[src/hdl/pnse_pkg.sv]
// ---------------------------------------------------------------------------
// pnse_pkg
// Shared types and constants of the petri net step engine: widths, register
// indexes, sequencer states and the control bundle from sequencer to datapath.
// ---------------------------------------------------------------------------
`default_nettype none

package pnse_pkg;

  // default net size
  localparam int PLACES_DEF = 8;
  localparam int TRANS_DEF  = 8;

  // fixed field widths
  localparam int COUNT_W     = 8;
  localparam int MASK_W      = 8;
  localparam int MAT_W       = 64;
  localparam int TCOUNT_W    = 4;
  localparam int IDX_W       = 3;
  localparam int IN_TDATA_W  = 8;
  localparam int OUT_TDATA_W = 80;
  localparam int CFG_IDX_W   = 2;

  localparam logic [COUNT_W-1:0] COUNT_MAX = 8'hFF;
  localparam logic [TCOUNT_W-1:0] TCOUNT_RST = 4'd8;

  // item kinds
  localparam logic KIND_EVAL   = 1'b0;
  localparam logic KIND_RELOAD = 1'b1;

  typedef logic [COUNT_W-1:0] count_t;

  // configuration register indexes
  typedef enum logic [CFG_IDX_W-1:0] {
    REG_PRE_MATRIX      = 2'd0,
    REG_POST_MATRIX     = 2'd1,
    REG_INITIAL_MARKING = 2'd2,
    REG_TRANSITION_CNT  = 2'd3
  } cfg_reg_t;

  // sequencer states
  typedef enum logic [1:0] {
    ST_IDLE,
    ST_RUN,
    ST_WRITE
  } state_t;

  // sequencer to datapath controls
  typedef struct packed {
    logic             start;
    logic             reload;
    logic             step;
    logic [IDX_W-1:0] t_idx;
    logic             publish;
  } ctrl_t;

endpackage

`default_nettype wire

[src/hdl/pnse_fire_unit.sv]
// ---------------------------------------------------------------------------
// pnse_fire_unit
// Shared transition evaluator: checks enabling of one transition against the
// working marking and computes the marking update of its firing.
// ---------------------------------------------------------------------------
`default_nettype none

module pnse_fire_unit #(
  parameter int PLACES = pnse_pkg::PLACES_DEF
) (
  input  wire logic                              cond_bit,
  input  wire logic [pnse_pkg::MASK_W-1:0]       pre_row,
  input  wire logic [pnse_pkg::MASK_W-1:0]       post_row,
  input  wire pnse_pkg::count_t [PLACES-1:0]     work,
  input  wire pnse_pkg::count_t [PLACES-1:0]     counts,
  output logic                                   fire,
  output pnse_pkg::count_t [PLACES-1:0]          work_next,
  output pnse_pkg::count_t [PLACES-1:0]          counts_next,
  output logic                                   sat
);

  logic                           enabled;
  pnse_pkg::count_t [PLACES-1:0]  dec;

  // enabling: every input place holds a token in the working marking
  always_comb begin
    enabled = cond_bit;
    for (int p = 0; p < PLACES; p++) begin
      if (pre_row[p] && (work[p] == '0)) begin
        enabled = 1'b0;
      end
    end
  end

  assign fire = enabled;

  // consume from input places, then produce into output places with clamp
  always_comb begin
    sat = 1'b0;
    for (int p = 0; p < PLACES; p++) begin
      dec[p]         = counts[p];
      work_next[p]   = work[p];
      counts_next[p] = counts[p];
      if (enabled) begin
        if (pre_row[p] && (counts[p] != '0)) begin
          dec[p] = counts[p] - pnse_pkg::COUNT_W'(1);
        end
        if (pre_row[p] && (work[p] != '0)) begin
          work_next[p] = work[p] - pnse_pkg::COUNT_W'(1);
        end
        counts_next[p] = dec[p];
        if (post_row[p]) begin
          if (dec[p] == pnse_pkg::COUNT_MAX) begin
            sat = 1'b1;
          end else begin
            counts_next[p] = dec[p] + pnse_pkg::COUNT_W'(1);
          end
        end
      end
    end
  end

endmodule

`default_nettype wire

[src/hdl/pnse_seq.sv]
// ---------------------------------------------------------------------------
// pnse_seq
// Step sequencer: takes one item, walks the transitions one per cycle through
// the shared fire unit, then hands the result to the output register.
// ---------------------------------------------------------------------------
`default_nettype none

module pnse_seq #(
  parameter int TRANSITIONS = pnse_pkg::TRANS_DEF
) (
  input  wire logic                          clk,
  input  wire logic                          rst,
  input  wire logic                          s_tvalid,
  input  wire logic                          kind,
  input  wire logic [pnse_pkg::TCOUNT_W-1:0] transition_count,
  input  wire logic                          out_free,
  output logic                               s_tready,
  output pnse_pkg::ctrl_t                    ctrl
);

  localparam int TW = $clog2(TRANSITIONS + 1);

  pnse_pkg::state_t state, state_next;
  logic [TW-1:0]    cnt, cnt_next;
  logic [TW-1:0]    nt;
  logic [TW-1:0]    nt_in;
  logic             accept;
  logic             last;

  // clamp the transition count to the built size
  assign nt_in = (transition_count > pnse_pkg::TCOUNT_W'(TRANSITIONS)) ?
                 TW'(TRANSITIONS) : TW'(transition_count);

  assign accept = (state == pnse_pkg::ST_IDLE) && s_tvalid;
  assign last   = ((cnt + TW'(1)) == nt);

  // next state
  always_comb begin
    state_next = state;
    case (state)
      pnse_pkg::ST_IDLE: begin
        if (s_tvalid) begin
          if ((kind == pnse_pkg::KIND_RELOAD) || (nt_in == '0)) begin
            state_next = pnse_pkg::ST_WRITE;
          end else begin
            state_next = pnse_pkg::ST_RUN;
          end
        end
      end
      pnse_pkg::ST_RUN: begin
        if (last) begin
          state_next = pnse_pkg::ST_WRITE;
        end
      end
      pnse_pkg::ST_WRITE: begin
        if (out_free) begin
          state_next = pnse_pkg::ST_IDLE;
        end
      end
      default: state_next = pnse_pkg::ST_IDLE;
    endcase
  end

  // outputs
  always_comb begin
    s_tready     = 1'b0;
    ctrl.start   = 1'b0;
    ctrl.reload  = kind;
    ctrl.step    = 1'b0;
    ctrl.t_idx   = pnse_pkg::IDX_W'(cnt);
    ctrl.publish = 1'b0;
    cnt_next     = cnt;
    case (state)
      pnse_pkg::ST_IDLE: begin
        s_tready   = 1'b1;
        ctrl.start = s_tvalid;
        cnt_next   = '0;
      end
      pnse_pkg::ST_RUN: begin
        ctrl.step = 1'b1;
        cnt_next  = cnt + TW'(1);
      end
      pnse_pkg::ST_WRITE: begin
        ctrl.publish = out_free;
      end
      default: begin
        cnt_next = '0;
      end
    endcase
  end

  always_ff @(posedge clk) begin
    if (rst) begin
      state <= pnse_pkg::ST_IDLE;
      cnt   <= '0;
    end else begin
      state <= state_next;
      cnt   <= cnt_next;
    end
  end

  // transition count latched per item
  always_ff @(posedge clk) begin
    if (accept) begin
      nt <= nt_in;
    end
  end

endmodule

`default_nettype wire

[src/hdl/petri_net_step_engine_core.sv]
// ---------------------------------------------------------------------------
// petri_net_step_engine_core
// One step of a Petri net with unit arc weights: transitions are visited in
// index order through one shared fire unit; the result carries the fired
// mask, the new marking and a saturation flag. A reload item restores the
// initial marking.
// ---------------------------------------------------------------------------
//
//  channel   dir  handshake                  contents
//  s_*       in   s_tvalid / s_tready        tdata: condition_mask; tuser: kind
//  m_*       out  m_tvalid / m_tready        tdata: fired_mask, marking, saturated
//  cfg_*     in   cfg_we                     cfg_index selects register, cfg_data
//
//  sequence: an evaluate item steps through ST_RUN for nt transitions, then ST_WRITE,
//    nt = min(transition_count, TRANSITIONS); the fire unit handles one transition per
//    cycle. A reload item goes straight to ST_WRITE; a new item is taken only in ST_IDLE.
//  reset: rst is synchronous; it clears the marking, the sequencer and the
//    output valid, and sets the configuration to its reset values.
//  stalls: a held result stalls the sequencer only at its write step; the
//    next item is accepted while an earlier result waits in the output
//    register.
// ---------------------------------------------------------------------------
`default_nettype none

module petri_net_step_engine_core #(
  parameter int PLACES      = pnse_pkg::PLACES_DEF,
  parameter int TRANSITIONS = pnse_pkg::TRANS_DEF
) (
  input  wire logic                             clk,
  input  wire logic                             rst,
  // input item
  input  wire logic                             s_tvalid,
  output logic                                  s_tready,
  input  wire logic [pnse_pkg::IN_TDATA_W-1:0]  s_tdata,  // [7:0] condition_mask
  input  wire logic                             s_tuser,  // [0] kind
  // result item
  output logic                                  m_tvalid,
  input  wire logic                             m_tready,
  // [7:0] fired_mask, [71:8] marking_out, [72] count_saturated, [79:73] zero
  output logic [pnse_pkg::OUT_TDATA_W-1:0]      m_tdata,
  // configuration
  input  wire logic                             cfg_we,
  input  wire logic [pnse_pkg::CFG_IDX_W-1:0]   cfg_index,
  input  wire logic [pnse_pkg::MAT_W-1:0]       cfg_data
);

  // configuration registers
  logic [pnse_pkg::MAT_W-1:0]    pre_matrix;
  logic [pnse_pkg::MAT_W-1:0]    post_matrix;
  logic [pnse_pkg::MAT_W-1:0]    initial_marking;
  logic [pnse_pkg::TCOUNT_W-1:0] transition_count;

  // marking and per-step state
  pnse_pkg::count_t [PLACES-1:0] counts;
  pnse_pkg::count_t [PLACES-1:0] work;
  logic [pnse_pkg::MASK_W-1:0]   cond;
  logic [pnse_pkg::MASK_W-1:0]   fired;
  logic [pnse_pkg::MASK_W-1:0]   fired_next;
  logic                          sat;

  // fire unit interface
  logic [pnse_pkg::MASK_W-1:0]   pre_row;
  logic [pnse_pkg::MASK_W-1:0]   post_row;
  logic                          fire;
  logic                          unit_sat;
  pnse_pkg::count_t [PLACES-1:0] work_upd;
  pnse_pkg::count_t [PLACES-1:0] counts_upd;

  pnse_pkg::ctrl_t               ctrl;
  logic                          out_free;
  logic [pnse_pkg::MAT_W-1:0]    marking_out;

  // configuration writes
  always_ff @(posedge clk) begin
    if (rst) begin
      pre_matrix       <= '0;
      post_matrix      <= '0;
      initial_marking  <= '0;
      transition_count <= pnse_pkg::TCOUNT_RST;
    end else if (cfg_we) begin
      case (pnse_pkg::cfg_reg_t'(cfg_index))
        pnse_pkg::REG_PRE_MATRIX:      pre_matrix      <= cfg_data;
        pnse_pkg::REG_POST_MATRIX:     post_matrix     <= cfg_data;
        pnse_pkg::REG_INITIAL_MARKING: initial_marking <= cfg_data;
        pnse_pkg::REG_TRANSITION_CNT:  transition_count <= cfg_data[pnse_pkg::TCOUNT_W-1:0];
        default: ;
      endcase
    end
  end

  assign out_free = !m_tvalid || m_tready;

  pnse_seq #(
    .TRANSITIONS (TRANSITIONS)
  ) u_seq (
    .clk              (clk),
    .rst              (rst),
    .s_tvalid         (s_tvalid),
    .kind             (s_tuser),
    .transition_count (transition_count),
    .out_free         (out_free),
    .s_tready         (s_tready),
    .ctrl             (ctrl)
  );

  // rows of the current transition
  assign pre_row  = pre_matrix[pnse_pkg::MASK_W*ctrl.t_idx +: pnse_pkg::MASK_W];
  assign post_row = post_matrix[pnse_pkg::MASK_W*ctrl.t_idx +: pnse_pkg::MASK_W];

  pnse_fire_unit #(
    .PLACES (PLACES)
  ) u_fire (
    .cond_bit    (cond[ctrl.t_idx]),
    .pre_row     (pre_row),
    .post_row    (post_row),
    .work        (work),
    .counts      (counts),
    .fire        (fire),
    .work_next   (work_upd),
    .counts_next (counts_upd),
    .sat         (unit_sat)
  );

  always_comb begin
    fired_next = fired;
    fired_next[ctrl.t_idx] = fired[ctrl.t_idx] | fire;
  end

  // marking: reload loads it, each step applies the fire unit update
  always_ff @(posedge clk) begin
    if (rst) begin
      counts <= '0;
    end else if (ctrl.start && (ctrl.reload == pnse_pkg::KIND_RELOAD)) begin
      for (int p = 0; p < PLACES; p++) begin
        counts[p] <= initial_marking[pnse_pkg::COUNT_W*p +: pnse_pkg::COUNT_W];
      end
    end else if (ctrl.step) begin
      counts <= counts_upd;
    end
  end

  // working marking, condition bits, fired mask, saturation flag
  always_ff @(posedge clk) begin
    if (ctrl.start) begin
      work  <= counts;
      cond  <= s_tdata[pnse_pkg::MASK_W-1:0];
      fired <= '0;
      sat   <= 1'b0;
    end else if (ctrl.step) begin
      work  <= work_upd;
      fired <= fired_next;
      sat   <= sat | unit_sat;
    end
  end

  // pack the marking, unused places read as zero
  always_comb begin
    marking_out = '0;
    for (int p = 0; p < PLACES; p++) begin
      marking_out[pnse_pkg::COUNT_W*p +: pnse_pkg::COUNT_W] = counts[p];
    end
  end

  // output register
  always_ff @(posedge clk) begin
    if (rst) begin
      m_tvalid <= 1'b0;
    end else begin
      m_tvalid <= ctrl.publish || (m_tvalid && !m_tready);
    end
  end

  always_ff @(posedge clk) begin
    if (ctrl.publish) begin
      m_tdata <= {7'b0, sat, marking_out, fired};
    end
  end

  // busy right after an accepted item
  a_busy_after_accept: assert property (@(posedge clk) disable iff (rst)
    (s_tvalid && s_tready) |=> !s_tready)
    else $error("block ready in the cycle after accepting an item");

  // only transitions in use are visited
  a_step_in_range: assert property (@(posedge clk) disable iff (rst)
    ctrl.step |-> (pnse_pkg::TCOUNT_W'(ctrl.t_idx) < transition_count))
    else $error("step visits a transition beyond the transition count");

  // no fired bit at or above the transition count
  a_fired_in_range: assert property (@(posedge clk) disable iff (rst)
    m_tvalid |-> ((m_tdata[pnse_pkg::MASK_W-1:0] >> transition_count) == '0))
    else $error("fired mask holds a bit of an unused transition");

endmodule

`default_nettype wire

[config.mk]
export PLATFORM = sky130hd
export DESIGN_NAME = petri_net_step_engine_core
export DESIGN_NICKNAME = d
export VERILOG_FILES = /design/src/hdl/pnse_pkg.sv /design/src/hdl/pnse_fire_unit.sv /design/src/hdl/pnse_seq.sv /design/src/hdl/petri_net_step_engine_core.sv
export SDC_FILE = /design/constraint.sdc
export NUM_CORES = 1
export LEC_CHECK = 0
export BUFFER_PORTS_ARGS = -buffer_cell sky130_fd_sc_hd__buf_2
export CORE_MARGIN = 2
export CORE_UTILIZATION = 55
export CTS_CLUSTER_SIZE = 40
export DETAILED_ROUTE_END_ITERATION = 16
export PLACE_DENSITY_LB_ADDON = 0.05
export SLEW_MARGIN = 20
export SYNTH_ARGS = -nofsm -noshare
export SYNTH_HDL_FRONTEND = slang
export SYNTH_HIERARCHICAL = 1
export SYNTH_SLANG_ARGS = --single-unit
[constraint.sdc]
create_clock -name clk -period 4.2 [get_ports clk]
set_input_delay 0.21 -clock clk [delete_from_list [all_inputs] [get_ports clk]]
set_output_delay 0.21 -clock clk [all_outputs]
set_load 0.02 [all_outputs]
# Yosys cells after proc, flatten, opt, wreduce, memory -nomap -nowiden

Cells that the tools add are included.

Add/subtract/negate cells: 25
$mul: 0
Divide/modulo/power cells: 0
Order comparisons: 3
Equal/unequal tests: 17
Shift operators: 2
Mux-type cells: 110
Bitwise logic cells: 2
Reductions and logical operators: 86

Operators with widths:

| cell                                                 | count |
|---|---|
| two-way mux 8 bit                                    | 56 |
| two-way mux 64 bit                                   | 4 |
| nonzero test 8 bit                                   | 16 |
| variable part select 64 x 7 -> 8 bit                 | 2 |
| subtractor 8 x 1 -> 8 bit, second input constant     | 16 |
| adder 8 x 1 -> 8 bit, second input constant          | 8 |
| == test 8 bit, second input constant                 | 8 |
| zero test 8 bit                                      | 8 |
| two-way mux 1 bit                                    | 39 |
| logical AND 1 bit                                    | 28 |
| AND reduction 3 bit                                  | 9 |
| nonzero test 2 bit                                   | 12 |
| AND reduction 2 bit                                  | 5 |
| bitwise mux 8 bit                                    | 1 |
| two-way mux 2 bit                                    | 4 |
| one-hot mux 4 bit (2 select lines)                   | 1 |
| binary-select mux 1 bit (select 3 bit)               | 2 |
| == test 2 bit, second input constant                 | 3 |
| one-hot mux 2 bit (3 select lines)                   | 1 |
| adder 4 x 1 -> 4 bit, second input constant          | 1 |
| == test 2 x 1 -> 1 bit, second input constant        | 2 |
| == test 4 bit                                        | 1 |
| greater-than comparator 4 bit, second input constant | 1 |
| zero test 2 bit                                      | 2 |
| 10 further kinds                                     | 15 |

Register bits: 425
Latch bits: 0
Bits in writable memories: 0
Bits in read-only memories: 0
Output and inout port bits: 82
Memories: 0

# Logic depth before layout (Yosys ltp)

Depth after elaboration: 37
Gate-level depth with buffers: 19

# By module

The synthesis kept the hierarchy.

By module, submodules not included:

| module                     | instances | cells an instance | area an instance (µm²) | sequential area each (µm²) |
|---|---|---|---|---|
| petri_net_step_engine_core | 1         | 1528              | 16256.8                | 9759.4 |
| pnse_fire_unit             | 1         | 1024              | 6606.3                 | 0.0 |
| pnse_seq                   | 1         | 52                | 534.3                  | 240.2 |

# Worst setup path after synthesis

Ideal clock, no wire load.

Kind: reg-to-reg
Start point: register, netlist name u_seq/cnt[0]
End point: register work[36] (netlist name), data pin
Setup time: 0.260 ns
Arrival: 3.657 ns
Data required time: 3.940 ns
Setup slack: 0.283 ns
Cell stages (with the launch flop): 18
Path buffers: 6
Cell sequence: dfxtp_1 buf_4 buf_4 buf_4 mux2i_1 o2bb2ai_1 a211o_1 clkbuf_1 a31oi_1 o2111ai_1 or2_2 buf_2 clkinv_1 and3_1 clkbuf_1 or3b_2 xnor2_1 mux2_2

RTL lines:

| element              | RTL line                          | RTL |
|---|---|---|
| to (signal assigned) | petri_net_step_engine_core.sv:145 | `work <= counts;` |
| to (signal assigned) | petri_net_step_engine_core.sv:150 | `work <= work_upd;` |
| to (decl)            | petri_net_step_engine_core.sv:55  | `pnse_pkg::count_t [PLACES-1:0] work;` |

==> flow_summary.toml <==
[critical_path]
critPathRequiredTime_ns = 4.70
reg2reg_depth = 17
critPathArrivalTime_ns = 4.49
timing.rr.start = "u_seq/cnt[0]"
critPathKind = "reg -> reg"
crit_fanout = 28
worstSetupStartpointType = "register"
timing.rr.end = "counts[6]"
critPathLaunch = "u_seq/cnt[0]"
regToRegSetupSlack_ns = 0.21
end_kind = "register"
cp-endpoint = "counts[6]"

[clocking]
clock_path_buffers = 3
cts.sinks = 425
path_clk_slew_ns = 0.06
ctsRootBufferMaster = "clkbuf_16"
numCtsBuffers = 47
worstSkewPairLatency_ns = 0.60
htreeDepth = 2
cts_tree = "yes"

[routing]
routed_wirelength_um = 68600
wl_met3_um = 4480
drt-pass1-iter-count = 5
drc = 0
dr_wl_met2_um = 31400
drt_iter0_drc = 1764
ant_nets = 0
wl_per_cell_um = 20.3
via_per_inst = 6.04
vias = 20400
top_layer_used = "met4"
met1_length_um = 30600

[yosys]
yosysTopAreaCellShare_pct = 23.6
synthTopCellsByArea = "dfxtp_1 (24%), edfxtp_1 (19%), nand2_1 (7.8%)"
yosysMostFrequentCell = "nand2_1"
ys_warn_count = 6
syn_avg_cell_area_um2 = 8.99
synth_cells = 2604
ys_ff_latch = 425
synthTopCellsByCount = "nand2_1 (488), dfxtp_1 (276), a21oi_1 (240), nor2_1 (182), edfxtp_1 (149)"
ys.flop_type = "dfxtp_1"
synth_edf_count = 149
yosys.area.top_type = "dfxtp_1"
ys_async_sr_fraction_pct = 0
ys_seq_area_share_pct = 42.7
syn_area_um2 = 23400
ys_types = 98

[cells_and_area]
drive_gt1_share_pct = 17.2
diodes = 0
area_growth_pct = 16.6
fin_nets = 2912

[power]
p_leak_nw = 9.98
worst_ir_drop_vdd_uv = 311
total_power_mw = 11.1
powerDensity_nw_per_um2 = 408

[sta]
period_minus_slack_ns = 3.99
fmax_mhz = 251
hold_viol = 0
worst_pin_slew_ns = 1.10
tns_ns = 0
slew_headroom_pct = 26.4
final.period_utilization_pct = 95.0
skew_ns = 0.0167
setup_violations = 0
drv_slew = 0

[placement]
portBuffers = 154
place_congestion = 0.934
dp_hpwl_um = 46200

[flow_run]
cap_violations = 0

[global_route]
globalRouteTotalUtil_pct = 30.4
antenna_found_initial = 0
grt_pass1_vias = 19000
grt_pass1_wl_um = 106000
gr-total-overflow = 0
grt_max_degree = 157

[floorplanning]
start_util_pct = 55.8
die-area_um2 = 44200
io_pins = 162
die_w_um = 210
core_area_um2 = 41900
dieHeight_um = 210
std_cell_rows = 75

[worst_hold_path]
min_path_type = "in -> reg"
min-delay-start = "cfg_index[1]"

[outcome]
status = "completed"
-- state kept, by name (all words and copies together), names as in the netlist, 8 cells and up --
| signal | flops |
|---|---|
| m_tdata | 73 |
| counts | 64 |
| initial_marking | 64 |
| post_matrix | 64 |
| pre_matrix | 64 |
| work | 64 |
| cond | 8 |
| fired | 8 |
-- layout by cell type (no fill, tap or decap), types with 15 or more instances in the layout --
cell           Yosys  final
nand2_1          488    487
dfxtp_1          276    273
a21oi_1          240    240
nor2_1           182    182
buf_2             62    153
edfxtp_1         149    149
mux2i_1          114    113
xnor2_1           99     99
buf_4             26     86
mux2_2            78     78
dlygate4sd3_1      0     75
a211oi_1          76     73
o21ai_0           64     64
inv_1             57     57
nand3_1           54     54
clkbuf_16          0     52
ha_1              36     36
nor3_1            31     30
and3_1            22     22
nor4_1            23     22
and2_1            23     20
nand2b_1          18     18
nand4_1           18     18
o31ai_1           18     18
nand3b_1          17     17
a22oi_1           16     15
o2bb2ai_1         15     15
a31oi_1           15     15
-- layer usage --
| metal | global-route usage [%] | up-vias |
|---|---|---|
| li1 | - | 9727 |
| met5 | 0 | - |
| met4 | 10.8 | 0 |
| met2 | 48.7 | 720 |
| met3 | 4.10 | 114 |
| met1 | 42.3 | 9830 |
-- worst min-delay path by stage --
stage	endpoint	slack [ns]	cells past startpoint
6_report	transition_count[3]	0.14	3
3_5_place_dp	cond[2]	0.39	1
4_1_cts	transition_count[3]	0.12	3
2_1_floorplan	u_seq/cnt[0]	0.28	1
3_3_place_gp	cond[1]	0.39	1
5_1_grt	transition_count[3]	0.19	3
-- repair_timing --
item | in CTS | in global routing
endpoints found under the hold margin | 206 | 0
endpoints found under the setup margin | 1 | 31
hold buffers | 75 | 0
gates resized for setup | 1 | 18
pin swaps | 0 | 2
buffers inserted | 0 | 3
-- final cells by class --
class | count | area (µm²)
clock inverter | 24 | 340
inverter | 59 | 221
multi-input combinational | 1943 | 12400
sequential | 425 | 10000
tap | 539 | 674
fill | 3521 | 14700
clock buffer | 64 | 1400
timing repair buffer | 320 | 2280
-- worst max-delay path, cell delays in order (launching register included) --
cell	delay [ns]
dfxtp_2	0.39
buf_12	0.22
mux2i_2	0.33
o2bb2ai_1	0.11
a211o_1	0.34
buf_4	0.19
o41ai_1	0.13
nand2_1	0.10
o21ai_0	0.13
ha_1	0.26
nand2_1	0.11
a211oi_2	0.23
nand2_1	0.15
nor3_1	0.27
mux2_2	0.37
o21ai_0	0.18
mux2i_1	0.11
a211oi_1	0.25
-- metrics by stage --
| step | utilization, % | std cells | instance area (µm²) | worst slack [ns] | hold slack (ns) |
|---|---|---|---|---|---|
| 4_1_cts | 64.8 | 3371 | 27200 | 0.00987 | 0.120 |
| 3_5_place_dp | 58.9 | 3208 | 24700 | -0.00843 | 0.389 |
| 5_1_grt | 65.0 | 3374 | 27300 | -0.0188 | 0.185 |
| 3_3_place_gp | 58.9 | 3208 | 24700 | 0.0991 | 0.389 |
| 6_report | 65.0 | 3374 | 27300 | 0.210 | 0.143 |
| 2_1_floorplan | - | 2610 | 23400 | 0.283 | 0.279 |
-- power breakdown --
part           switching (mW)  internal, mW  leakage (nW)
logic                   0.998         0.700          5.44
registers               0.258          4.57          3.69
clock network            1.78          2.83         0.848
total                    3.03          8.09          9.98
-- cell families (layout without fill, tap and decap cells) --
family	after synthesis	in the layout	synth area share, %
flops	425	425	42.7
mux	209	209	9.90
other cells	1	7	0.0160
fa+ha+maj	36	36	1.93
xor+xnor	114	114	4.33
simple gates	994	994	20.0
compound gates	583	583	16.1
buf+inv	242	467	4.96
No activity file was read; power rests on OpenSTA's default activity.
